$ cat src/hdl/rfps_pkg.sv
// rfps_pkg: shared types, constants and the colour table for the panel scan block
// no dependencies; imported by every module under hdl

package rfps_pkg;

   // fixed field widths
   localparam int WIN_W     = 11;
   localparam int ROT_W     = 2;
   localparam int ADDR_IN_W = 20;
   localparam int BYTE_W    = 8;
   localparam int NIB_W     = 4;
   localparam int FULL_W    = 2 * WIN_W;   // unreduced buffer address
   localparam int PADDR_W   = 5;
   localparam int CSR_IDX_W = 3;
   localparam int PDATA_W   = 32;

   // opcodes of an input word
   localparam logic OP_WRITE = 1'b0;
   localparam logic OP_EMIT  = 1'b1;

   // rotation codes
   localparam logic [ROT_W-1:0] ROT_0   = 2'd0;
   localparam logic [ROT_W-1:0] ROT_90  = 2'd1;
   localparam logic [ROT_W-1:0] ROT_180 = 2'd2;
   localparam logic [ROT_W-1:0] ROT_270 = 2'd3;

   // register indexes
   localparam logic [CSR_IDX_W-1:0] REG_WINDOW_X = 3'd0;
   localparam logic [CSR_IDX_W-1:0] REG_WINDOW_Y = 3'd1;
   localparam logic [CSR_IDX_W-1:0] REG_WINDOW_W = 3'd2;
   localparam logic [CSR_IDX_W-1:0] REG_WINDOW_H = 3'd3;
   localparam logic [CSR_IDX_W-1:0] REG_ROTATION = 3'd4;

   // register reset values
   localparam logic [WIN_W-1:0] WINDOW_W_RESET = 11'd1200;
   localparam logic [WIN_W-1:0] WINDOW_H_RESET = 11'd1600;

   // colour for pixels outside the window
   localparam logic [NIB_W-1:0] COLOUR_WHITE = 4'h1;

   typedef struct packed {
      logic                 opcode;
      logic [ADDR_IN_W-1:0] address;
      logic [BYTE_W-1:0]    data;
   } req_payload_type;

   typedef struct packed {
      logic [BYTE_W-1:0] panel_byte;
      logic              to_second_half;
      logic              last_of_half;
      logic              last_of_frame;
   } rsp_payload_type;

   typedef struct packed {
      logic [WIN_W-1:0] window_x;
      logic [WIN_W-1:0] window_y;
      logic [WIN_W-1:0] window_w;
      logic [WIN_W-1:0] window_h;
      logic [ROT_W-1:0] rotation;
   } cfg_type;

   typedef struct packed {
      logic in_window;
      logic odd;
   } pix_status_type;

   typedef enum logic [2:0] {
      ST_IDLE,
      ST_MAP,
      ST_MUL,
      ST_REDUCE,
      ST_PICK,
      ST_FINISH
   } state_type;

   // fixed buffer-nibble to panel colour table
   function automatic logic [NIB_W-1:0] colour_of(input logic [NIB_W-1:0] nib);
      logic [NIB_W-1:0] c;
      case (nib)
         4'h0:    c = 4'h0;
         4'h1:    c = 4'h5;
         4'h2:    c = 4'h6;
         4'h3:    c = 4'h3;
         4'h4:    c = 4'h3;
         4'h5:    c = 4'h2;
         default: c = 4'h1;
      endcase
      return c;
   endfunction

endpackage

$ cat src/hdl/rfps_csr.sv
// rfps_csr: window and rotation registers behind the APB-style port
// depends on rfps_pkg

module rfps_csr (
   input  logic                         clock,
   input  logic                         reset,
   input  logic                         psel,
   input  logic                         penable,
   input  logic                         pwrite,
   input  logic [rfps_pkg::PADDR_W-1:0] paddr,
   input  logic [rfps_pkg::PDATA_W-1:0] pwdata,
   output logic [rfps_pkg::PDATA_W-1:0] prdata,
   output logic                         pready,
   output rfps_pkg::cfg_type            cfg
);
   import rfps_pkg::*;

   logic [CSR_IDX_W-1:0] idx;
   logic                 wr;
   cfg_type              cfg_ff;
   cfg_type              cfg_in;

   assign idx    = paddr[PADDR_W-1:2];
   assign wr     = psel && penable && pwrite;
   assign pready = 1'b1;
   assign cfg    = cfg_ff;

   // register write decode
   always_comb begin
      cfg_in = cfg_ff;
      if (wr) begin
         case (idx)
            REG_WINDOW_X: cfg_in.window_x = pwdata[WIN_W-1:0];
            REG_WINDOW_Y: cfg_in.window_y = pwdata[WIN_W-1:0];
            REG_WINDOW_W: cfg_in.window_w = pwdata[WIN_W-1:0];
            REG_WINDOW_H: cfg_in.window_h = pwdata[WIN_W-1:0];
            REG_ROTATION: cfg_in.rotation = pwdata[ROT_W-1:0];
            default:      cfg_in = cfg_ff;
         endcase
      end
   end

   always_ff @(posedge clock) begin
      if (reset) begin
         cfg_ff.window_x <= '0;
         cfg_ff.window_y <= '0;
         cfg_ff.window_w <= WINDOW_W_RESET;
         cfg_ff.window_h <= WINDOW_H_RESET;
         cfg_ff.rotation <= ROT_0;
      end else begin
         cfg_ff <= cfg_in;
      end
   end

   // read back
   always_comb begin
      case (idx)
         REG_WINDOW_X: prdata = PDATA_W'(cfg_ff.window_x);
         REG_WINDOW_Y: prdata = PDATA_W'(cfg_ff.window_y);
         REG_WINDOW_W: prdata = PDATA_W'(cfg_ff.window_w);
         REG_WINDOW_H: prdata = PDATA_W'(cfg_ff.window_h);
         REG_ROTATION: prdata = PDATA_W'(cfg_ff.rotation);
         default:      prdata = '0;
      endcase
   end

endmodule

$ cat config.mk
export PLATFORM = sky130hd
export DESIGN_NAME = rfps_csr
export DESIGN_NICKNAME = d
export VERILOG_FILES = /design/src/hdl/rfps_pkg.sv /design/src/hdl/rfps_csr.sv
export SDC_FILE = /design/constraint.sdc
export NUM_CORES = 1
export LEC_CHECK = 0
export BUFFER_PORTS_ARGS = -buffer_cell sky130_fd_sc_hd__clkbuf_2
export CAP_MARGIN = 20
export CELL_PAD_IN_SITES_DETAIL_PLACEMENT = 1
export CELL_PAD_IN_SITES_GLOBAL_PLACEMENT = 1
export CORE_ASPECT_RATIO = 0.75
export CORE_MARGIN = 2
export CORE_UTILIZATION = 33
export DETAILED_ROUTE_END_ITERATION = 10
export PLACE_DENSITY_LB_ADDON = 0.1
export SLEW_MARGIN = 20
export SYNTH_ARGS = -nofsm -noshare
export SYNTH_HDL_FRONTEND = slang
export SYNTH_SLANG_ARGS = --single-unit
$ cat constraint.sdc
create_clock -name clock -period 1.7 [get_ports clock]
set_input_delay 0.34 -clock clock [delete_from_list [all_inputs] [get_ports clock]]
set_output_delay 0.34 -clock clock [all_outputs]
set_load 0.02 [all_outputs]
# After elaboration in Yosys (flattened, before gate mapping)
# Index checks and enable logic that the tools add are counted.
# word_totals
regBits,46
in_bits,42
output_inout_bits,79
word_cells,18
# op_classes
eq_ne,4
muxes,1
reduce_logical,8
# ops
operator,n
11-bit case mux with 5 select lines,1
2-bit AND reduction,5
3-bit by 2-bit == test with 1-bit output (second input constant),2
3-bit by 1-bit == test with 1-bit output (second input constant),1
3-bit == test (second input constant),1
3-bit zero test,1
1-bit logical AND,2

# Longest topological paths before layout
# depth
ltp_word,3
mapped_depth,5
ltp_nobuf,3

# Worst setup path before layout
# No wires, ideal clock.
# synth_path
path_kind,input -> output
from,in paddr[2] in the netlist's numbering
to,out prdata[2] in the netlist's numbering
t_arrival_ps,1241
required_ps,1360
slack_ps,119
stages,4
path_buffers,2
path_cell_list,buf_2 -> buf_2 -> mux4_2 -> nor2b_1
# synth_between
elab_chain_len,2
word_cells_on_any_way,6
cone_classes,4 x eq/ne; 1 x mux; 1 x reduce/logical
# synth_rtl
item,line,source
"start, declared",rfps_csr.sv:10,"input logic [rfps_pkg::PADDR_W-1:0] paddr,"
3-bit == test (tied with other cells),rfps_csr.sv:57,case (idx)
11-bit case mux with 5 select lines (*),rfps_csr.sv:57,
"end, declared",rfps_csr.sv:12,"output logic [rfps_pkg::PDATA_W-1:0] prdata,"
# Mark *: on every way between the ends. The rest lies on a longest branch, timed or not.

# Worst setup path in the final report
# layout_path
from,"reg cfg_ff, in the netlist cfg[8]"
to,out prdata[6] in the netlist's numbering
# layout_between
elab_chain_len,1
# layout_rtl
item,line,source
"start, declared",rfps_csr.sv:20,cfg_type cfg_ff;
"start signal, assigned",rfps_csr.sv:51,cfg_ff <= cfg_in;
11-bit case mux with 5 select lines,rfps_csr.sv:57,
# No other way between the ends.

==> metrics.csv <==
metric,value,unit
status,"finished, violations left",
violations,negative setup slack,
avgViaCountPerCell,4.51,
grt_usage,17.5,%
post-route-period-util,101,%
grt-ovfl-total,0,
core,7300,um^2
drt-initial-drc-count,76,
antenna_cells,0,
tritoncts,built,
synth_seq_area_share,37.4,%
die_h,78.8,um
yosysWarnings,0,
dieArea,8170,um^2
p_leak,1.64,nW
hold_violations,0,
gp_routability_congestion,0.671,
regToRegSetupSlack,790,ps
crit_path_start_kind,register,
synth_cells,243,
wl_per_cell,15.9,um
worstPathArrival,1380,ps
drv_cap,0,
nets,395,
hp-class,input port to register,
final.setup.worst_slack,-22.0,ps
total_power,2.08,mW
dr_total_vias,2049,
ys_ff_latch,46,
drcViolationCount,0,
endpoint_kind,output pin,
max-clock-path-buffers,2,
power_density,611,nW/um^2
seqCellArea,963,um^2
ctsHoldBuffers,0,
crit_required,1360,ps
slew_viol_final,0,
htree_levels,2,
final.fill_count,874,
synth_cell_types,24,
initial_core_util,33.7,%
io_pins,121,
crit_path_max_fanout,2,
dieWidth,104,um
area_delta_synth_final,38.5,%
layout_commonest_cell,clkbuf_2,
ant_nets,0,
multi_input_area,1410,um^2
fin_skew,0,ps
rsz0062_at_grt,true,
grt_pass1_wl,11100,um
final_cell_mix,"clkbuf_2 (64), nand2b_1 (44), buf_4 (44)",
clkLatencyLatePin,290,ps
setup_violations,5,
crit_type,register to output pin,
vdd_drop_max,0.259,mV
dp_hpwl,4960,um
antenna_found_initial,0,
synthesis.area,2460,um^2
first_pass_iters,4,
largest_reg_flops,46,
num_rows,27,
max_clock_freq,581,MHz
clock-root-buffer,clkbuf_8,
io_buffers,75,
drive_gt1_share,51.0,%
wirelength,7230,um
grt_pass1_vias,2125,
cts_buffers,5,
syn_avg_cell_area,10.1,um^2
clk_pin_slew,90,ps
finalCriticalPeriod,1720,ps
grt_start_max_net_pins,27,
utilization,46.7,%
cts.sinks,46,
## per-layer routing
layer	part of all wire [%]	global-route usage [%]	up-vias
li1	-	-	1002
met1	48	23.5	974
met2	46	28.3	63
met3	4.9	3.86	10
met4	0.95	5.14	0
met5	0	0	-
## path summary, 6_finish.rpt
path	cells after the start	endpoint	from
worst max register to register	4	cfg[16]	cfg[16]
worst max-delay path	3	prdata[6]	cfg[8]
worst min register to register	2	cfg[27]	cfg[27]
worst min-delay path	3	cfg[8]	pwdata[6]
## final cells by class
class	count	share of cell area (%)
Multi-Input combinational cell	179	41.3
Sequential cell	46	28.3
Timing Repair Buffer	121	24.4
Tap cell	101	3.71
Clock buffer	6	2.13
Clock inverter	1	0.220
## cells by family after synthesis
logic type	after synthesis	synth area share, %
AO/OA/AOI/OAI	20	4.58
buffers and inverters	38	10.5
flip-flops	46	37.4
multiplexers	52	25.7
other	2	0.305
AND/OR/NAND/NOR	85	21.5
## report_power, final
| part | switching [mW] | total [mW] | internal [mW] |
|---|---|---|---|
| combinational | 0.184 | 0.323 | 0.138 |
| clock | 0.385 | 0.668 | 0.283 |
| sequential | 0.00551 | 1.09 | 1.08 |
| total | 0.575 | 2.08 | 1.51 |
## critical path: stages, from the launching register on
cell and delay [ps]:
dfxtp_2 330, mux4_2 470, nor2b_4 150, buf_8 120
## synth_stat cells, drive strengths merged
cell type   n  area [um^2]
and3        1         6.26
and4b       1         10.0
buf        31          231
clkbuf      7         26.3
conb        2         7.51
dfxtp      46          921
mux2i      43          430
mux4        9          203
nand2b     44          275
nand3       1         10.0
nand3b      1         7.51
nand4       1         6.26
nand4b      1         23.8
nor2       14         52.6
nor2b      17          106
nor3b       1         7.51
o21a        2         15.0
o21ai      16         80.1
o2bb2ai     2         17.5
or2         1         6.26
or3         2         17.5
## through the flow
step,hold WS (ps),area [um^2],TNS [ps],std cells,setup WS (ps)
final,315,3410,-65.2,454,-22.0
after global routing,322,3410,-451,454,-61.4
after CTS,311,3290,-201,447,-44.5
after detailed placement,486,2960,-314,418,-55.4
after global placement,475,2960,-265,418,-49.7
after floorplan,507,2540,0,263,119
## timing repair
item | in CTS | in global routing
gates cloned | 0 | 0
setup buffers | 22 | 7
gates resized for setup | 43 | 31
endpoints found under the setup margin | 10 | 11
pin swaps | 0 | 0
No activity file was read; power rests on OpenSTA's default activity.
