File: config.mk
export PLATFORM = sky130hd
export DESIGN_NAME = rfps_addr_reduce
export DESIGN_NICKNAME = d
export VERILOG_FILES = /design/src/hdl/rfps_pkg.sv /design/src/hdl/rfps_addr_reduce.sv
export SDC_FILE = /design/constraint.sdc
export NUM_CORES = 1
export LEC_CHECK = 0
export BUFFER_PORTS_ARGS = -buffer_cell sky130_fd_sc_hd__clkbuf_2
export CAP_MARGIN = 20
export CORE_MARGIN = 2
export CORE_UTILIZATION = 34
export DETAILED_ROUTE_END_ITERATION = 16
export GPL_ROUTABILITY_DRIVEN = 0
export MAX_ROUTING_LAYER = met4
export PLACE_DENSITY = 0.53
export SLEW_MARGIN = 20
export SYNTH_ARGS = -nofsm -noshare
export SYNTH_HDL_FRONTEND = slang
export SYNTH_SLANG_ARGS = --single-unit
File: constraint.sdc
create_clock -name clock -period 3.47 [get_ports clock]
set_input_delay 0.347 -clock clock [delete_from_list [all_inputs] [get_ports clock]]
set_output_delay 0.347 -clock clock [all_outputs]
set_load 0.02 [all_outputs]
File: src/hdl/rfps_pkg.sv
// rfps_pkg: shared types, constants and the colour table for the panel scan block
// no dependencies; imported by every module under hdl

package rfps_pkg;

   // fixed field widths
   localparam int WIN_W     = 11;
   localparam int ROT_W     = 2;
   localparam int ADDR_IN_W = 20;
   localparam int BYTE_W    = 8;
   localparam int NIB_W     = 4;
   localparam int FULL_W    = 2 * WIN_W;   // unreduced buffer address
   localparam int PADDR_W   = 5;
   localparam int CSR_IDX_W = 3;
   localparam int PDATA_W   = 32;

   // opcodes of an input word
   localparam logic OP_WRITE = 1'b0;
   localparam logic OP_EMIT  = 1'b1;

   // rotation codes
   localparam logic [ROT_W-1:0] ROT_0   = 2'd0;
   localparam logic [ROT_W-1:0] ROT_90  = 2'd1;
   localparam logic [ROT_W-1:0] ROT_180 = 2'd2;
   localparam logic [ROT_W-1:0] ROT_270 = 2'd3;

   // register indexes
   localparam logic [CSR_IDX_W-1:0] REG_WINDOW_X = 3'd0;
   localparam logic [CSR_IDX_W-1:0] REG_WINDOW_Y = 3'd1;
   localparam logic [CSR_IDX_W-1:0] REG_WINDOW_W = 3'd2;
   localparam logic [CSR_IDX_W-1:0] REG_WINDOW_H = 3'd3;
   localparam logic [CSR_IDX_W-1:0] REG_ROTATION = 3'd4;

   // register reset values
   localparam logic [WIN_W-1:0] WINDOW_W_RESET = 11'd1200;
   localparam logic [WIN_W-1:0] WINDOW_H_RESET = 11'd1600;

   // colour for pixels outside the window
   localparam logic [NIB_W-1:0] COLOUR_WHITE = 4'h1;

   typedef struct packed {
      logic                 opcode;
      logic [ADDR_IN_W-1:0] address;
      logic [BYTE_W-1:0]    data;
   } req_payload_type;

   typedef struct packed {
      logic [BYTE_W-1:0] panel_byte;
      logic              to_second_half;
      logic              last_of_half;
      logic              last_of_frame;
   } rsp_payload_type;

   typedef struct packed {
      logic [WIN_W-1:0] window_x;
      logic [WIN_W-1:0] window_y;
      logic [WIN_W-1:0] window_w;
      logic [WIN_W-1:0] window_h;
      logic [ROT_W-1:0] rotation;
   } cfg_type;

   typedef struct packed {
      logic in_window;
      logic odd;
   } pix_status_type;

   typedef enum logic [2:0] {
      ST_IDLE,
      ST_MAP,
      ST_MUL,
      ST_REDUCE,
      ST_PICK,
      ST_FINISH
   } state_type;

   // fixed buffer-nibble to panel colour table
   function automatic logic [NIB_W-1:0] colour_of(input logic [NIB_W-1:0] nib);
      logic [NIB_W-1:0] c;
      case (nib)
         4'h0:    c = 4'h0;
         4'h1:    c = 4'h5;
         4'h2:    c = 4'h6;
         4'h3:    c = 4'h3;
         4'h4:    c = 4'h3;
         4'h5:    c = 4'h2;
         default: c = 4'h1;
      endcase
      return c;
   endfunction

endpackage

File: src/hdl/rfps_addr_reduce.sv
// rfps_addr_reduce: shared compare-subtract unit that folds an address into the buffer
// depends on rfps_pkg; one restoring step per cycle while step is asserted

module rfps_addr_reduce #(
   parameter int BUFFER_BYTES = 1048576
) (
   input  logic                               clock,
   input  logic                               reset,
   input  logic                               load,
   input  logic [rfps_pkg::FULL_W-1:0]        load_value,
   input  logic                               step,
   output logic                               done,
   output logic [$clog2(BUFFER_BYTES)-1:0]    rem
);
   import rfps_pkg::*;

   localparam int ADDR_W    = $clog2(BUFFER_BYTES);
   localparam int LOG_FLOOR = $clog2(BUFFER_BYTES + 1) - 1;
   localparam int MOD_STEPS = (FULL_W > LOG_FLOOR) ? FULL_W - LOG_FLOOR : 0;
   localparam int STEP_W    = (MOD_STEPS > 0) ? $clog2(MOD_STEPS + 1) : 1;
   localparam logic [FULL_W-1:0] MOD_TOP =
      FULL_W'(longint'(BUFFER_BYTES) << ((MOD_STEPS > 0) ? MOD_STEPS - 1 : 0));

   logic [FULL_W-1:0] r_ff;
   logic [FULL_W-1:0] r_in;
   logic [FULL_W-1:0] d_ff;
   logic [FULL_W-1:0] d_in;
   logic [STEP_W-1:0] cnt_ff;
   logic [STEP_W-1:0] cnt_in;

   assign done = (cnt_ff == '0);
   assign rem  = r_ff[ADDR_W-1:0];

   // subtract the shifted buffer size where it fits, then halve it
   always_comb begin
      r_in   = r_ff;
      d_in   = d_ff;
      cnt_in = cnt_ff;
      if (load) begin
         r_in   = load_value;
         d_in   = MOD_TOP;
         cnt_in = STEP_W'(MOD_STEPS);
      end else if (step && !done) begin
         if (r_ff >= d_ff) begin
            r_in = r_ff - d_ff;
         end
         d_in   = d_ff >> 1;
         cnt_in = cnt_ff - 1'b1;
      end
   end

   always_ff @(posedge clock) begin
      if (reset) begin
         cnt_ff <= '0;
      end else begin
         cnt_ff <= cnt_in;
      end
   end

   always_ff @(posedge clock) begin
      r_ff <= r_in;
      d_ff <= d_in;
   end

endmodule

# Word level (Yosys, flattened, before mapping)
# Cells that the tools add are included.
[word_totals]
ff_bits = 46
inputBits = 26
word_cells = 19
[classes]
addsub = 2
n_lt_le_gt_ge = 1
muxes = 5
reduce_logical = 7
[op_table]
columns = ["operator", "count"]
rows = [
  ["$mux 22", 3],
  ["$ge 22x22->1", 1],
  ["$sub 22x22->22", 1],
  ["$mux 2", 2],
  ["$reduce_bool 2->1", 2],
  ["$logic_not 2->1", 1],
  ["$reduce_and 2->1", 1],
  ["$reduce_or 2->1", 1],
  ["$sub 2x1->2 const B", 1],
  ["$logic_and 1x1->1", 1],
  ["$logic_not 1->1", 1],
]

# Depth between registers and ports, before layout
# Gate-level depths: netlist of the first run.
[logic_depth]
depth_word = 5
depth_mapped = 9
ltp_nobuf = 9

# Least setup slack after synthesis of the first run
# Ideal clock, no wire load.
[synth_timing]
kind = "register to register"
from = "reg r_ff[0]"
to = "reg r_ff[0], enable pin"
arrival_ps = 3106
required_ps = 3055
setup_slack_ps = -50
path_stages_with_launch = 10
path_buffers = 0
cell_sequence = "edfxtp_1 -> inv_1 -> ha_1 -> fa_1 -> nand2b_1 -> a21oi_2 -> or2_1 -> a311oi_2 -> a2111o_1 -> a31oi_1"
[synth_via]
elab_chain_len = 3
[synth_rtl]
columns = ["item", "line", "source"]
rows = [
  ["start: declaration", "rfps_addr_reduce.sv:24", "logic [FULL_W-1:0] r_ff;"],
  ["start signal: assignment", "rfps_addr_reduce.sv:61", "r_ff <= r_in;"],
  ["$ge 22x22->1", "rfps_addr_reduce.sv:44", "if (r_ff >= d_ff) begin"],
  ["$reduce_bool 2->1 (no line)", "-", ""],
  ["$reduce_and 2->1 (no line)", "-", ""],
]
# No other way between the ends.
# A chain may end at the register's enable or synchronous reset.

# Worst setup path after layout of the first run
[layout_timing]
from = "reg r_ff[0]"
to = "reg r_ff[21], enable pin"
# The elaborated chain is that of the path after synthesis.

==> qor.yml, run 1 <==
run_status:
  outcome: "complete, no violations"
timing:
  slew_headroom: 0.627
  setup_viol: 0
  setup_ws_ps: 505
  min_period_ps: 2960
  clock-skew-final_ps: 7.76
  finalCritPeriodShare: 0.854
  tightestPinTransition_ps: 559
  fmax_mhz: 337
  whs_ps: 211
  hold_violations: 0
  fin_tns_setup_ps: 0
  finalMaxSlewViolations: 0
  grt_setup_unrepaired: "no"
cts:
  cts_resized: 0
  clock_latency_ps: 300
  cts_made_buffers: 5
  clock_path_buffers: 2
  cts.sinks: 46
  post_cts_buffers: 0
  htreeDepth: 2
  cts.clk_slew.worst_paths_ps: 80
  cts_root_buffer: "clkbuf_8"
  cts_hold_buf: 0
  cts_tree: "done"
global_route:
  antenna_found_initial: 0
  grt_use_total: 0.159
  grt_overflow: 0
  grt_pass1_wl_um: 12300
  grt_pass1_vias: 2442
  grt_max_degree: 29
die:
  core_area_um2: 9150
  pin_count: 47
  die_area_um2: 10200
  row_count: 35
  die_w_um: 101
  dieHeight_um: 101
  initial_utilization: 0.348
place:
  port_buffers: 46
  pre_cts_ws_ps: 495
  place_inst: 477
  dp_hpwl_um: 5710
worst_setup_path:
  end_kind: "flip-flop"
  path_class: "flip-flop to flip-flop"
  crit_required_ps: 3480
  slowest_delay_ps: 410
  arrival_ps: 2970
  worstSetupStartpointType: "flip-flop"
  critPathSlowestCell: "fa_1"
  worst-path-max-fanout: 19
  crit_chain: "inv_1 -> ha_1 -> fa_1 -> nand2b_1 -> a21oi_2 -> or2_1 -> a311oi_2 -> a2111o_1 -> a31oi_2 -> buf_12"
synth:
  yosys_warnings: 0
  syn_inst: 349
  synth_ff_type: "dfxtp_1"
  synth_top_area_share: 0.207
  synthMuxAreaShare: 0.0130
  synth_top_family_by_area: "compound AO/OA/AOI/OAI gates"
  ys_seq_area_frac: 0.358
  synth_edf_count: 22
  yosysMostFrequentCell: "nand2_1"
  ys_async_sr_fraction: 0
  synth_area_leader_cell: "edfxtp_1"
  synth-seq-cells: 46
  synth_common_cells: "nand2_1 (33), inv_1 (31), dfxtp_1 (24)"
  syn_area_um2: 3190
  synthXorXnorAreaFrac: 0.0275
  synthTopCellsByArea: "edfxtp_1 (21%), dfxtp_1 (15%), ha_1 (9.0%)"
  synth.distinct_cells: 64
  synth_compound_area_frac: 0.262
  synth_simple_gate_area_frac: 0.136
  syn-num-nets: 399
  synth.avg_cell_area_um2: 9.13
  synthAdderAreaFrac: 0.0965
detailed_routing:
  drtAntennaViolNets: 0
  drt_iter0_markers: 145
  routed_wl_um: 7530
  drt_pass1_iterations: 4
  viasPerCell: 5.20
  avgRoutedWirePerCell_um: 15.6
  via_count: 2518
  drc: 0
pwr:
  ir_drop_mv: 0.176
  power_leakage_nw: 1.40
  power_density_nw_per_um2: 504
final_layout:
  final_core_util: 0.379
  layout-drive-gt1-share: 0.198
  area_delta_synth_final_pct: 8.67
  nNetsFinal: 423
  fin_cells: 484
  diodes: 0
job:
  maxCapViolCount: 0
worst_hold_path:
  hp-class: "primary input to flip-flop"
-- kinds of logic after synthesis --
kind of cell / after synthesis
fa+ha+maj: 24
flops: 46
simple gates: 88
compound gates: 112
buf+inv: 65
xor+xnor: 10
mux: 4
-- final cells by class --
class / count / area, um2
repair buffers: 51 / 280
multi-input cells: 238 / 1710
well taps: 111 / 139
clock buffers: 7 / 76.3
flip-flops and latches: 46 / 1140
inverters: 31 / 116
fillers: 947 / 5690
-- metrics by stage --
step	power (mW)	instance area [um2]
finish	1.74	3460
global route	1.87	3460
CTS	1.77	3460
detailed placement	1.44	3390
global placement	1.44	3390
floorplan	1.30	3190
-- flip-flops by register name, summed over array words and instances, names as in the netlist --
register and flops:
d_ff 22, r_ff 22, cnt_ff 2
-- per-layer routing --
layer	track usage	up-vias	wire [um]	share of wire
li1	-	1291	-	-
met1	0.216	1171	3790	0.50
met2	0.246	51	3380	0.45
met3	0.0298	5	291	0.039
met4	0.0348	0	74	0.0098
met5	-	-	0	0
-- power breakdown --
part	switching (mW)	total, mW	internal (mW)
registers	0.0323	0.682	0.650
clock network	0.179	0.318	0.139
logic	0.455	0.745	0.289
-- worst paths after layout --
| path | cells after the start | slack [ps] | from | end |
|---|---|---|---|---|
| setup / recovery | 10 | 510 | r_ff[0]$_DFFE_PP_ | r_ff[21]$_DFFE_PP_ |
| setup reg to reg | 10 | 510 | r_ff[0]$_DFFE_PP_ | r_ff[21]$_DFFE_PP_ |
| hold reg to reg | 2 | 480 | cnt_ff[1]$_SDFFE_PP0P_ | cnt_ff[1]$_SDFFE_PP0P_ |
| hold / removal | 2 | 210 | reset | cnt_ff[0]$_SDFFE_PP0P_ |
-- placed cells by master (no fill, tap or decap), drive strengths merged, types with 3 or more instances in the layout --
master / netlist / final
nand4: 7 / 7
ha: 23 / 23
xor2: 6 / 6
mux2i: 3 / 3
a311oi: 5 / 5
and2: 5 / 5
a211oi: 3 / 3
nor2: 21 / 21
a31oi: 3 / 3
a21oi: 24 / 24
buf: 25 / 5
nand2: 34 / 34
nand2b: 3 / 3
edfxtp: 22 / 22
inv: 31 / 31
nor2b: 3 / 3
clkbuf: 9 / 53
and3: 4 / 4
o21ai: 23 / 23
dfxtp: 24 / 24
xnor2: 4 / 4
a221oi: 3 / 3
a22o: 21 / 21
o31ai: 5 / 5
a21o: 9 / 9
-- critical path, delay by kind of cell (launching register included) --
kind / cells / cell delay [ps]
adders and majority gates: 2 / 620
AOI/OAI and AO/OA: 4 / 1060
and+or+nand+nor: 2 / 360
DFF: 1 / 350
buffers and inverters: 2 / 280
No activity file was read; power rests on OpenSTA's default activity.
==> run 2: changes to the inputs <==
==> constraint.sdc (replaced) <==
create_clock -name clock -period 3.47 [get_ports clock]
set_input_delay 0.1735 -clock clock [delete_from_list [all_inputs] [get_ports clock]]
set_output_delay 0.1735 -clock clock [all_outputs]
set_load 0.02 [all_outputs]
==> qor.yml, run 2 (synthesis gave the netlist of run 1 again) <==
timing:
  hold_violations: 0
  whs_ps: 46.2
  slew_headroom: 0.638
  finalCritPeriodShare: 0.847
  tightestPinTransition_ps: 543
  clock-skew-final_ps: 8.55
  setup_viol: 0
  setup_ws_ps: 529
  fmax_mhz: 340
  min_period_ps: 2940
  grt_setup_unrepaired: "no"
  finalMaxSlewViolations: 0
  fin_tns_setup_ps: 0
pwr:
  switching_share: 0.367
  p_seq_frac: 0.374
  p_switching_mw: 0.669
  intPower_mw: 1.15
  ir_drop_mv: 0.174
  power_density_nw_per_um2: 523
  power_leakage_nw: 1.41
  p_comb_frac: 0.408
  clockPowerShare: 0.218
die:
  dieHeight_um: 101
  core_area_um2: 9150
  pin_count: 47
  die_area_um2: 10200
  initial_utilization: 0.348
  row_count: 35
  die_w_um: 101
place:
  dp_hpwl_um: 5640
  port_buffers: 46
  pre_cts_ws_ps: 514
cts:
  cts.sinks: 46
  cts_resized: 0
  cts_made_buffers: 5
  clock_path_buffers: 2
  cts_tree: "done"
  cts_hold_buf: 0
  clock_latency_ps: 300
  post_cts_buffers: 0
  htreeDepth: 2
  cts.clk_slew.worst_paths_ps: 80
  cts_root_buffer: "clkbuf_8"
global_route:
  grt_pass1_wl_um: 12300
  grt_max_degree: 26
  grt_overflow: 0
  grt_use_total: 0.156
  antenna_found_initial: 0
  grt_pass1_vias: 2491
final_layout:
  final_common_cell: "clkbuf_2"
  layout_common_cells: "clkbuf_2 (46), nand2_1 (33), inv_1 (31), dfxtp_1 (24), ha_1 (23)"
  layout-drive-gt1-share: 0.198
  n_fill_cell: 934
  diodes: 0
  largest_registers: "d_ff: 22 flops, r_ff: 22 flops, cnt_ff: 2 flops"
  area_delta_synth_final_pct: 9.38
  nNetsFinal: 422
worst_setup_path:
  worst-path-max-fanout: 20
  arrival_ps: 2940
  crit_required_ps: 3470
  worstSetupStartpointType: "flip-flop"
  end_kind: "flip-flop"
  path_class: "flip-flop to flip-flop"
detailed_routing:
  avgRoutedWirePerCell_um: 15.3
  drc: 0
  drt_pass1_iterations: 4
  drt_iter0_markers: 151
  routed_wl_um: 7420
  drtAntennaViolNets: 0
  via_count: 2549
  viasPerCell: 5.27
worst_hold_path:
  hp-class: "primary input to flip-flop"
run_status:
  outcome: "complete, no violations"
job:
  maxCapViolCount: 0
[run 2: changes by cell type in the layout (fill, tap and decap cells not counted)]
cell / before / now
bufinv_16: 0 / 1
buf_4: 4 / 3
[run 2: final timing paths]
kind | from | to | slack (ps) | cells after the start
min | reset | cnt_ff[0]$_SDFFE_PP0P_ | 50 | 2
max | r_ff[0]$_DFFE_PP_ | r_ff[18]$_DFFE_PP_ | 530 | 10
max reg2reg | r_ff[0]$_DFFE_PP_ | r_ff[18]$_DFFE_PP_ | 530 | 10
min reg2reg | cnt_ff[1]$_SDFFE_PP0P_ | cnt_ff[1]$_SDFFE_PP0P_ | 490 | 2
[run 2: critical path, stage by stage (launching register included)]
cell and delay, ps:
edfxtp_1 350, inv_1 50, ha_1 210, fa_1 400, nand2b_1 190, a21oi_2 170, or2_1 170, a311oi_2 140
a2111o_1 400, a31oi_2 330, buf_12 220
[run 2: cell type report]
type / instances / area, um2 / area share
Timing Repair Buffer: 50 / 273 / 0.0782
Clock inverter: 1 / 30.0 / 0.00861
Inverter: 31 / 116 / 0.0334
Tap cell: 111 / 139 / 0.0398
Sequential cell: 46 / 1140 / 0.327
Multi-Input combinational cell: 238 / 1710 / 0.491
Clock buffer: 7 / 76.3 / 0.0219
[run 2: power groups by stage]
| stage | Clock (mW) | Combinational (mW) | Sequential, mW |
|---|---|---|---|
| after floorplan | 0 | 0.619 | 0.684 |
| after detailed placement | 0 | 0.745 | 0.696 |
| final | 0.397 | 0.744 | 0.682 |
| after CTS | 0.418 | 0.749 | 0.683 |
| after global routing | 0.431 | 0.824 | 0.689 |
| after global placement | 0 | 0.741 | 0.694 |
[run 2: metrics by stage]
stage / power [mW] / instance area, um2 / util / instances
floorplan: 1.30 / 3190 / - / 349
global placement: 1.43 / 3380 / 0.369 / 476
detailed placement: 1.44 / 3380 / 0.369 / 476
CTS: 1.85 / 3490 / 0.381 / 484
global route: 1.94 / 3490 / 0.381 / 484
finish: 1.82 / 3490 / 0.381 / 484
[run 2: routing by layer]
layer | vias up | share of wire | GRT usage
met4 | 0 | 0.015 | 0.0453
met3 | 9 | 0.033 | 0.0222
met5 | - | 0 | -
li1 | 1292 | - | -
met1 | 1202 | 0.50 | 0.215
met2 | 46 | 0.45 | 0.241
