$ cat src/hdl/rfps_pkg.sv
// rfps_pkg: shared types, constants and the colour table for the panel scan block
// no dependencies; imported by every module under hdl

package rfps_pkg;

   // fixed field widths
   localparam int WIN_W     = 11;
   localparam int ROT_W     = 2;
   localparam int ADDR_IN_W = 20;
   localparam int BYTE_W    = 8;
   localparam int NIB_W     = 4;
   localparam int FULL_W    = 2 * WIN_W;   // unreduced buffer address
   localparam int PADDR_W   = 5;
   localparam int CSR_IDX_W = 3;
   localparam int PDATA_W   = 32;

   // opcodes of an input word
   localparam logic OP_WRITE = 1'b0;
   localparam logic OP_EMIT  = 1'b1;

   // rotation codes
   localparam logic [ROT_W-1:0] ROT_0   = 2'd0;
   localparam logic [ROT_W-1:0] ROT_90  = 2'd1;
   localparam logic [ROT_W-1:0] ROT_180 = 2'd2;
   localparam logic [ROT_W-1:0] ROT_270 = 2'd3;

   // register indexes
   localparam logic [CSR_IDX_W-1:0] REG_WINDOW_X = 3'd0;
   localparam logic [CSR_IDX_W-1:0] REG_WINDOW_Y = 3'd1;
   localparam logic [CSR_IDX_W-1:0] REG_WINDOW_W = 3'd2;
   localparam logic [CSR_IDX_W-1:0] REG_WINDOW_H = 3'd3;
   localparam logic [CSR_IDX_W-1:0] REG_ROTATION = 3'd4;

   // register reset values
   localparam logic [WIN_W-1:0] WINDOW_W_RESET = 11'd1200;
   localparam logic [WIN_W-1:0] WINDOW_H_RESET = 11'd1600;

   // colour for pixels outside the window
   localparam logic [NIB_W-1:0] COLOUR_WHITE = 4'h1;

   typedef struct packed {
      logic                 opcode;
      logic [ADDR_IN_W-1:0] address;
      logic [BYTE_W-1:0]    data;
   } req_payload_type;

   typedef struct packed {
      logic [BYTE_W-1:0] panel_byte;
      logic              to_second_half;
      logic              last_of_half;
      logic              last_of_frame;
   } rsp_payload_type;

   typedef struct packed {
      logic [WIN_W-1:0] window_x;
      logic [WIN_W-1:0] window_y;
      logic [WIN_W-1:0] window_w;
      logic [WIN_W-1:0] window_h;
      logic [ROT_W-1:0] rotation;
   } cfg_type;

   typedef struct packed {
      logic in_window;
      logic odd;
   } pix_status_type;

   typedef enum logic [2:0] {
      ST_IDLE,
      ST_MAP,
      ST_MUL,
      ST_REDUCE,
      ST_PICK,
      ST_FINISH
   } state_type;

   // fixed buffer-nibble to panel colour table
   function automatic logic [NIB_W-1:0] colour_of(input logic [NIB_W-1:0] nib);
      logic [NIB_W-1:0] c;
      case (nib)
         4'h0:    c = 4'h0;
         4'h1:    c = 4'h5;
         4'h2:    c = 4'h6;
         4'h3:    c = 4'h3;
         4'h4:    c = 4'h3;
         4'h5:    c = 4'h2;
         default: c = 4'h1;
      endcase
      return c;
   endfunction

endpackage

$ cat src/hdl/rfps_pixel_unit.sv
// rfps_pixel_unit: shared rotation, window test and buffer address unit, one pixel per pass
// depends on rfps_pkg

module rfps_pixel_unit #(
   parameter int PANEL_WIDTH  = 1200,
   parameter int PANEL_HEIGHT = 1600,
   parameter int COORD_W      = 12
) (
   input  logic                         clock,
   input  logic                         map_en,
   input  logic [COORD_W-1:0]           px,
   input  logic [COORD_W-1:0]           py,
   input  rfps_pkg::cfg_type            cfg,
   output rfps_pkg::pix_status_type     status,
   output logic [rfps_pkg::FULL_W-1:0]  addr
);
   import rfps_pkg::*;

   localparam logic [COORD_W-1:0] X_LAST = COORD_W'(PANEL_WIDTH - 1);
   localparam logic [COORD_W-1:0] Y_LAST = COORD_W'(PANEL_HEIGHT - 1);

   logic [COORD_W-1:0] lx;
   logic [COORD_W-1:0] ly;
   logic [COORD_W-1:0] x_lo;
   logic [COORD_W-1:0] x_hi;
   logic [COORD_W-1:0] y_lo;
   logic [COORD_W-1:0] y_hi;
   logic               in_win;
   logic [WIN_W-1:0]   bx;
   logic [WIN_W-1:0]   by;
   logic [WIN_W-1:0]   bx_ff;
   logic [WIN_W-1:0]   by_ff;
   logic               inside_ff;
   logic [WIN_W:0]     w_plus;
   logic [WIN_W-1:0]   stride;
   logic [FULL_W-1:0]  by_ext;
   logic [FULL_W-1:0]  stride_ext;
   logic [FULL_W-1:0]  prod;

   // panel to logical coordinates
   always_comb begin
      case (cfg.rotation)
         ROT_90: begin
            lx = py;
            ly = X_LAST - px;
         end
         ROT_180: begin
            lx = X_LAST - px;
            ly = Y_LAST - py;
         end
         ROT_270: begin
            lx = Y_LAST - py;
            ly = px;
         end
         default: begin
            lx = px;
            ly = py;
         end
      endcase
   end

   // window test and offsets
   assign x_lo   = COORD_W'(cfg.window_x);
   assign y_lo   = COORD_W'(cfg.window_y);
   assign x_hi   = COORD_W'(cfg.window_x) + COORD_W'(cfg.window_w);
   assign y_hi   = COORD_W'(cfg.window_y) + COORD_W'(cfg.window_h);
   assign in_win = (lx >= x_lo) && (lx < x_hi) && (ly >= y_lo) && (ly < y_hi);
   assign bx     = WIN_W'(lx - x_lo);
   assign by     = WIN_W'(ly - y_lo);

   always_ff @(posedge clock) begin
      if (map_en) begin
         bx_ff     <= bx;
         by_ff     <= by;
         inside_ff <= in_win;
      end
   end

   assign status.in_window = inside_ff;
   assign status.odd       = bx_ff[0];

   // row stride is half the window width, rounded up
   assign w_plus     = {1'b0, cfg.window_w} + 1'b1;
   assign stride     = w_plus[WIN_W:1];
   assign by_ext     = FULL_W'(by_ff);
   assign stride_ext = FULL_W'(stride);
   assign prod       = by_ext * stride_ext;
   assign addr       = prod + FULL_W'(bx_ff >> 1);

endmodule

$ cat config.mk
export PLATFORM = sky130hd
export DESIGN_NAME = rfps_pixel_unit
export DESIGN_NICKNAME = d
export VERILOG_FILES = /design/src/hdl/rfps_pkg.sv /design/src/hdl/rfps_pixel_unit.sv
export SDC_FILE = /design/constraint.sdc
export NUM_CORES = 1
export LEC_CHECK = 0
export CAP_MARGIN = 5
export CORE_ASPECT_RATIO = 1.2
export CORE_MARGIN = 5
export CORE_UTILIZATION = 68
export DETAILED_ROUTE_END_ITERATION = 10
export DONT_BUFFER_PORTS = 1
export GPL_ROUTABILITY_DRIVEN = 0
export GPL_TIMING_DRIVEN = 1
export PLACE_DENSITY = 0.91
export SLEW_MARGIN = 20
export SYNTH_ARGS = -nofsm -noshare
export SYNTH_HDL_FRONTEND = slang
export SYNTH_SLANG_ARGS = --single-unit
$ cat constraint.sdc
create_clock -name clock -period 6.2 [get_ports clock]
set_clock_uncertainty 0.15 [all_clocks]
set_input_delay 0.31 -clock clock [delete_from_list [all_inputs] [get_ports clock]]
set_output_delay 0.31 -clock clock [all_outputs]
set_load 0.005 [all_outputs]
Yosys cells after proc, flatten, opt, wreduce, memory -nomap -nowiden
Cells that the tools add are included.
Widths: inputs -> output; s select.

cells by class
  div/mod/pow operators = 0
  reduce and logical (&&, ||, !) cells = 3
  multiplexer cells = 2
  shift-type cells = 0
  bitwise operators = 0
  add/subtract/negate cells = 8
  equal/unequal tests = 3
  multiply operators = 1
  $lt $le $gt $ge = 4

operators with widths
  cell                    count
  $pmux 12 s3             2
  $add 11x11->12          2
  $ge 12x11->1            2
  $lt 12x12->1            2
  $sub 11x12->12 const A  2
  $add 22x10->22          1
  $mul 11x11->22          1
  $sub 11x11->11          2
  $add 11x1->12 const B   1
  $eq 2x2->1 const B      2
  $logic_and 1x1->1       3
  $eq 2x1->1 const B      1

storage, ports and cells
  RAM bits = 0
  ROM bits = 0
  word-level logic and storage cells = 24
  register bits = 23
  memories kept = 0
  bits in latches = 0

Logic depth before layout (Yosys ltp)
Gate-level depths: netlist (run 1).

  depth after elaboration = 6
  depth in mapped cells = 24

Worst setup path before layout (run 1)
No wires, ideal clock.

  path type = input to output
  from = input port cfg[13] (netlist bit)
  to = output port addr[21] (netlist bit)
  path buffers = 1
  path slack = 0.511 ns
  required time = 5.740 ns
  cell stages on the path = 22
  arrival = 5.229 ns
  path through = ha_1 inv_1 nor2_1 nand2_1 xor2_1 clkbuf_1 nand2b_1 fa_1 fa_1 inv_1 fa_1 fa_1 inv_1 fa_1 inv_1 ha_1 nand2_1 o21ai_0 a21oi_1 o211ai_1 a41oi_1 xnor2_1

between the ends
  longest elaborated chain between the ends = 3

RTL lines
  what             line                   text
  start, declared  rfps_pixel_unit.sv:13  input rfps_pkg::cfg_type cfg,
  $add 11x1->12    rfps_pixel_unit.sv:83  assign w_plus = {1'b0, cfg.window_w} + 1'b1;
  $mul 11x11->22   rfps_pixel_unit.sv:87  assign prod = by_ext * stride_ext;
  $add 22x10->22   rfps_pixel_unit.sv:88  assign addr = prod + FULL_W'(bx_ff >> 1);
  end, declared    rfps_pixel_unit.sv:15  output logic [rfps_pkg::FULL_W-1:0] addr

Every way passes these cells.

Worst setup path after layout (run 1)
Same ends and word-level chain as after synthesis.

==> results.sh, run 1 <==
export IMPL_hold_viol=0
export IMPL_netlist_area_leader_share=0.229
export IMPL_fin_area_mm2=0.00847
export IMPL_cpMostUsedCell="fa_1"
export IMPL_netlist_instances=984
export IMPL_slew_headroom=0.614
export IMPL_fin_crit_ns=5.97
export IMPL_layout_commonest_cell="inv_1"
export IMPL_synthXorXnorAreaFrac=0.0876
export IMPL_min_from="map_en"
export IMPL_postSynth_asyncResetShare=0
export IMPL_cp_depth=23
export IMPL_synth_warnings=0
export IMPL_core_mm2=0.0119
export IMPL_final_cell_mix="169 x inv_1, 129 x ha_1, 105 x nand2_1, 94 x fa_1, 56 x xnor2_1"
export IMPL_synth_mux_area_frac=0.00732
export IMPL_crit_chain="ha_1 -> buf_4 -> inv_1 -> nor2_2 -> nand2_1 -> xnor2_1 -> buf_4 -> nand2_1 -> fa_1 -> fa_1 -> inv_1 -> fa_1 -> fa_1 -> inv_1 -> fa_1 -> inv_1 -> ha_2 -> nand2_2 -> nor2_1 -> o21ai_1 -> o211ai_1 -> a41oi_2 -> xnor2_1"
export IMPL_dp_hpwl_mm=16.0
export IMPL_cp_max_fo=11
export IMPL_rsz0062_at_grt="true"
export IMPL_top_usage_layer="met2"
export IMPL_use_met2=0.486
export IMPL_slowest_delay_ns=0.55
export IMPL_grt_max_degree=36
export IMPL_wl_per_cell_um=16.5
export IMPL_slew_violations=0
export IMPL_whs_ns=0.0105
export IMPL_synth_compound_area_share=0.131
export IMPL_synth_area_leaders="fa_1 23%, ha_1 20%, edfxtp_1 8.4%, inv_1 7.7%, xnor2_1 6.2%"
export IMPL_start_util=0.687
export IMPL_wl_mm=18.5
export IMPL_layout_drive_gt1_share=0.0363
export IMPL_die_w_um=110
export IMPL_cts_max_level=1
export IMPL_die_y_um=130
export IMPL_grt_usage=0.266
export IMPL_ys_types=60
export IMPL_drc=0
export IMPL_slowest_stage="fa_1"
export IMPL_avgSynthCellArea_um2=8.34
export IMPL_root_buffer="clkbuf_16"
export IMPL_synth_area_mm2=0.00820
export IMPL_syn_nets=1280
export IMPL_grt_pass1_wl_mm=31.2
export IMPL_nets=1260
export IMPL_antenna_found_initial=0
export IMPL_io_pin_count=96
export IMPL_antenna_cells=0
export IMPL_fillCellCount=891
export IMPL_synth_edf_count=23
export IMPL_firstDrtPassIters=5
export IMPL_hold_path_depth=0
export IMPL_grt_pass1_vias=7048
export IMPL_tns_ns=0
export IMPL_ys_flop_type="edfxtp_1"
export IMPL_cts_tree="yes"
export IMPL_finalSetupViolCount=0
export IMPL_crit_type="input port to output pin"
export IMPL_dieArea_mm2=0.0144
export IMPL_maxCapViolations=0
export IMPL_synthAdderAreaFrac=0.428
export IMPL_crit_family="adder cells"
export IMPL_yosys_area_share_simple=0.167
export IMPL_synth_seq_area_share=0.0842
export IMPL_dpl_cell_area_mm2=0.00833
export IMPL_met3_usage=0.0435
export IMPL_tightest_slew_ns=0.574
export IMPL_finalCritPeriodShare=0.962
export IMPL_cts_made_buffers=3
export IMPL_io_buffers=0
export IMPL_synth_top_family_by_area="adder cells"
export IMPL_ant_nets=0
export IMPL_critPathCaptureType="output pin"
export IMPL_vias=6731
export IMPL_hold_end="bx_ff[3]$_DFFE_PP_"
export IMPL_fmax_mhz=168
export IMPL_worst_path_buf_inv=6
export IMPL_multi_input_area_mm2=0.00679
export IMPL_grt_ovfl_total=0
export IMPL_outcome="finished clean"
export IMPL_post_cts_buffers=0
export IMPL_drtIter0Drc=305
export IMPL_postLayoutCoreUtil=0.709
export IMPL_vias_per_cell=5.99
export IMPL_yosysTopAreaCell="fa_1"
export IMPL_cts_path_max_buffers=2
export IMPL_start_kind="input port"
export IMPL_num_rows=44
export IMPL_seqCellArea_um2=691
export IMPL_gr_usage_met1=0.310
export IMPL_clock_sinks=23
export IMPL_worstHoldPathType="input port to flip-flop"
export IMPL_area_growth_syn_to_layout_pct=3.20
export IMPL_required_ns=5.74
export IMPL_clk_pin_slew_worst_paths_ns=0.06
export IMPL_synth_seq_cells=23
export IMPL_crit_arrival_ns=5.51
cell usage after synthesis, types with 3 or more instances:
cell,n
buf_1,3
xor2_1,24
o211ai_1,6
nor2b_1,22
o2111a_1,3
mux2i_1,6
o21a_1,6
a211oi_1,10
edfxtp_1,23
xnor2_1,58
nor3_1,15
a21o_1,20
o21bai_1,3
and3_1,8
clkbuf_1,27
ha_1,130
nand2b_1,12
o21ai_1,3
a2bb2oi_1,3
nand3_1,13
nor2_1,49
inv_1,169
nand4_1,5
and2_1,39
o31ai_1,4
a21oi_1,45
fa_1,94
a31oi_1,5
o21ai_0,33
nand2_1,106
area by class of cell:
cell class | count | area share
multi-input cells | 758 | 0.802
flip-flops and latches | 23 | 0.0816
inverters | 169 | 0.0749
well taps | 161 | 0.0238
clock buffers | 3 | 0.00887
repair buffers | 9 | 0.00798
clock inverters | 1 | 0.000591
per-layer routing:
metal / wire length (µm) / vias up
met5: 0 / -
met4: 695 / 0
met3: 1380 / 56
met2: 9560 / 268
met1: 6870 / 3219
li1: - / 3188
how the worst max path moves through the flow:
stage,from,endpoint,slack [ns]
6_report,cfg[13],addr[21],0.23
5_1_grt,cfg[13],addr[21],-0.008
2_1_floorplan,cfg[13],addr[21],0.51
3_3_place_gp,cfg[13],addr[21],0.16
4_1_cts,cfg[13],addr[21],0.03
3_5_place_dp,cfg[13],addr[21],0.05
stage by stage:
stage                     setup slack (ns)  std cells
final                                0.233       1124
after global routing              -0.00770       1124
after CTS                           0.0296       1124
after detailed placement            0.0529       1120
after global placement               0.165       1120
after floorplan                      0.511        984
flip-flops by register name (all words and copies together), names as in the netlist:
register,count
bx_ff,11
by_ff,11
inside_ff,1
logic make-up after synthesis:
family,count (synthesis)
and+or+nand+nor,282
DFF,23
xor gates and xnor gates,82
buffers and inverters,203
adders and majority gates,224
muxes,6
AOI/OAI and AO/OA,164
repair_timing:
item	in CTS	in global routing
gates resized for setup	0	16
setup endpoints to repair	0	8
hold buffers	0	0
Power of run 1 is not shown: default switching activity piles up to over one toggle a cycle in this logic, so the estimate is an artifact.
==> run 2, diff against run 1 <==
==> constraint.sdc (replaced) <==
create_clock -name clock -period 6.2 [get_ports clock]
set_clock_uncertainty 0.15 [all_clocks]
set_input_delay 1.24 -clock clock [delete_from_list [all_inputs] [get_ports clock]]
set_output_delay 1.24 -clock clock [all_outputs]
set_load 0.005 [all_outputs]
==> run 2 against run 1 <==
The flow now finishes with violations (negative setup slack). Final cell count up 6.9%. Via count up 12%. Critical path depth unchanged. Fmax down 21%. First-iteration DRC count up 91%.
==> results.sh, run 2 (synthesis results as in run 1) <==
export IMPL_outcome="finished with violations"
export IMPL_violations="negative setup slack"
export IMPL_grt_pass1_vias=7727
export IMPL_clock_sinks=23
export IMPL_dpl_cell_area_mm2=0.00903
export IMPL_cts_made_buffers=3
export IMPL_grt_max_degree=36
export IMPL_cts_path_max_buffers=2
export IMPL_layout_commonest_cell="inv_1"
export IMPL_worstHoldPathType="input port to flip-flop"
export IMPL_grt_ovfl_total=0
export IMPL_root_buffer="clkbuf_16"
export IMPL_antenna_cells=0
export IMPL_io_buffers=0
export IMPL_drtIter0Drc=582
export IMPL_finalSetupViolCount=17
export IMPL_ant_nets=0
export IMPL_hold_path_depth=0
export IMPL_antenna_found_initial=0
export IMPL_finalCritPeriodShare=1.21
export IMPL_core_mm2=0.0119
export IMPL_largestRegisters="bx_ff x11, by_ff x11, inside_ff x1"
export IMPL_die_y_um=130
export IMPL_vias_per_cell=6.30
export IMPL_layout_drive_gt1_share=0.203
export IMPL_required_ns=4.81
export IMPL_fin_area_mm2=0.00969
export IMPL_cts_tree="yes"
export IMPL_cp_max_fo=5
export IMPL_wl_mm=24.9
export IMPL_wl_per_cell_um=20.7
export IMPL_dp_hpwl_mm=17.7
export IMPL_critPathCaptureType="output pin"
export IMPL_critPathCapture="addr[19]"
export IMPL_maxCapViolations=0
export IMPL_met1_length_mm=8.10
export IMPL_rsz0062_at_grt="true"
export IMPL_fin_crit_ns=7.51
export IMPL_grt_usage=0.308
export IMPL_slew_violations=0
export IMPL_start_util=0.687
export IMPL_clk_pin_slew_worst_paths_ns=0.06
export IMPL_area_growth_syn_to_layout_pct=18.2
export IMPL_crit_arrival_ns=6.12
export IMPL_num_rows=44
export IMPL_slew_headroom=0.578
export IMPL_firstDrtPassIters=6
export IMPL_hold_viol=0
export IMPL_start_kind="input port"
export IMPL_wl_met3_mm=2.18
export IMPL_nets=1337
export IMPL_top_layer="met4"
export IMPL_grt_pass1_wl_mm=35.0
export IMPL_final_cell_mix="151 x inv_1, 110 x ha_1, 94 x nand2_1, 86 x fa_1, 72 x buf_4"
export IMPL_die_w_um=110
export IMPL_fmax_mhz=133
export IMPL_place_ws_ns=-1.16
export IMPL_fin_cells=1201
export IMPL_worst_slack_ns=-1.31
export IMPL_io_pin_count=96
export IMPL_wl_met2_mm=12.2
export IMPL_whs_ns=0.928
export IMPL_dieArea_mm2=0.0144
export IMPL_vias=7569
export IMPL_holdBufCountCts=0
export IMPL_tightest_slew_ns=0.617
export IMPL_worstSetupStartpoint="cfg[13]"
export IMPL_drc=0
export IMPL_cts_max_level=1
export IMPL_crit_type="input port to output pin"
export IMPL_place_inst=1174
[run 2: changes by cell type in the layout (fill, tap and decap cells not counted), moves of 10 or more]
cell     change
ha_1        -19
inv_1       -18
buf_6       +14
buf_4       +63
nand2_1     -11
ha_4        +19
inv_2       +17
xnor2_1     -10
[run 2: worst min path at each step]
stage	end	startpoint
2_1_floorplan	bx_ff[0]$_DFFE_PP_	map_en
6_report	bx_ff[0]$_DFFE_PP_	map_en
3_3_place_gp	bx_ff[0]$_DFFE_PP_	map_en
5_1_grt	bx_ff[0]$_DFFE_PP_	map_en
4_1_cts	bx_ff[0]$_DFFE_PP_	map_en
3_5_place_dp	bx_ff[0]$_DFFE_PP_	map_en
[run 2: routing by layer]
| metal | vias to the layer above | track usage |
|---|---|---|
| li1 | 3343 | - |
| met1 | 3508 | 0.323 |
| met4 | 0 | 0.189 |
| met5 | - | 0 |
| met3 | 210 | 0.0480 |
| met2 | 508 | 0.568 |
[run 2: stage by stage]
stage | utilization | setup TNS [ns]
after floorplan | - | -8.33
after global placement | 0.756 | -12.14
after detailed placement | 0.756 | -14.21
after CTS | 0.783 | -13.76
after global routing | 0.811 | -19.36
final | 0.811 | -17.35
[run 2: repair_timing]
item / CTS / global route
endpoints found under the setup margin: 16 / 17
resized for setup: 37 / 54
pin swaps: 35 / 49
gates cloned: 1 / 2
buffers inserted: 9 / 11
[run 2: critical path, stage by stage]
cell,delay [ns]
ha_4,0.14
inv_4,0.04
nor2_4,0.18
nand2_2,0.12
xnor2_2,0.23
buf_6,0.18
nand2_4,0.06
fa_1,0.62
fa_1,0.45
inv_2,0.08
fa_2,0.45
fa_1,0.53
inv_2,0.05
fa_1,0.53
inv_2,0.05
ha_4,0.27
nand2_4,0.07
nor2_4,0.10
o21ai_2,0.07
o211ai_1,0.26
buf_4,0.17
nand2_4,0.04
xnor2_2,0.16
[run 2: layout make-up]
| class | instances | area (µm²) |
|---|---|---|
| Clock buffer | 3 | 75.1 |
| Multi-Input combinational cell | 758 | 7390 |
| Timing Repair Buffer | 86 | 698 |
| Fill cell | 667 | 2250 |
| Sequential cell | 23 | 691 |
| Tap cell | 161 | 201 |
| Clock inverter | 1 | 5.00 |
| Inverter | 169 | 637 |
Power of run 2 is left out for the same reason.
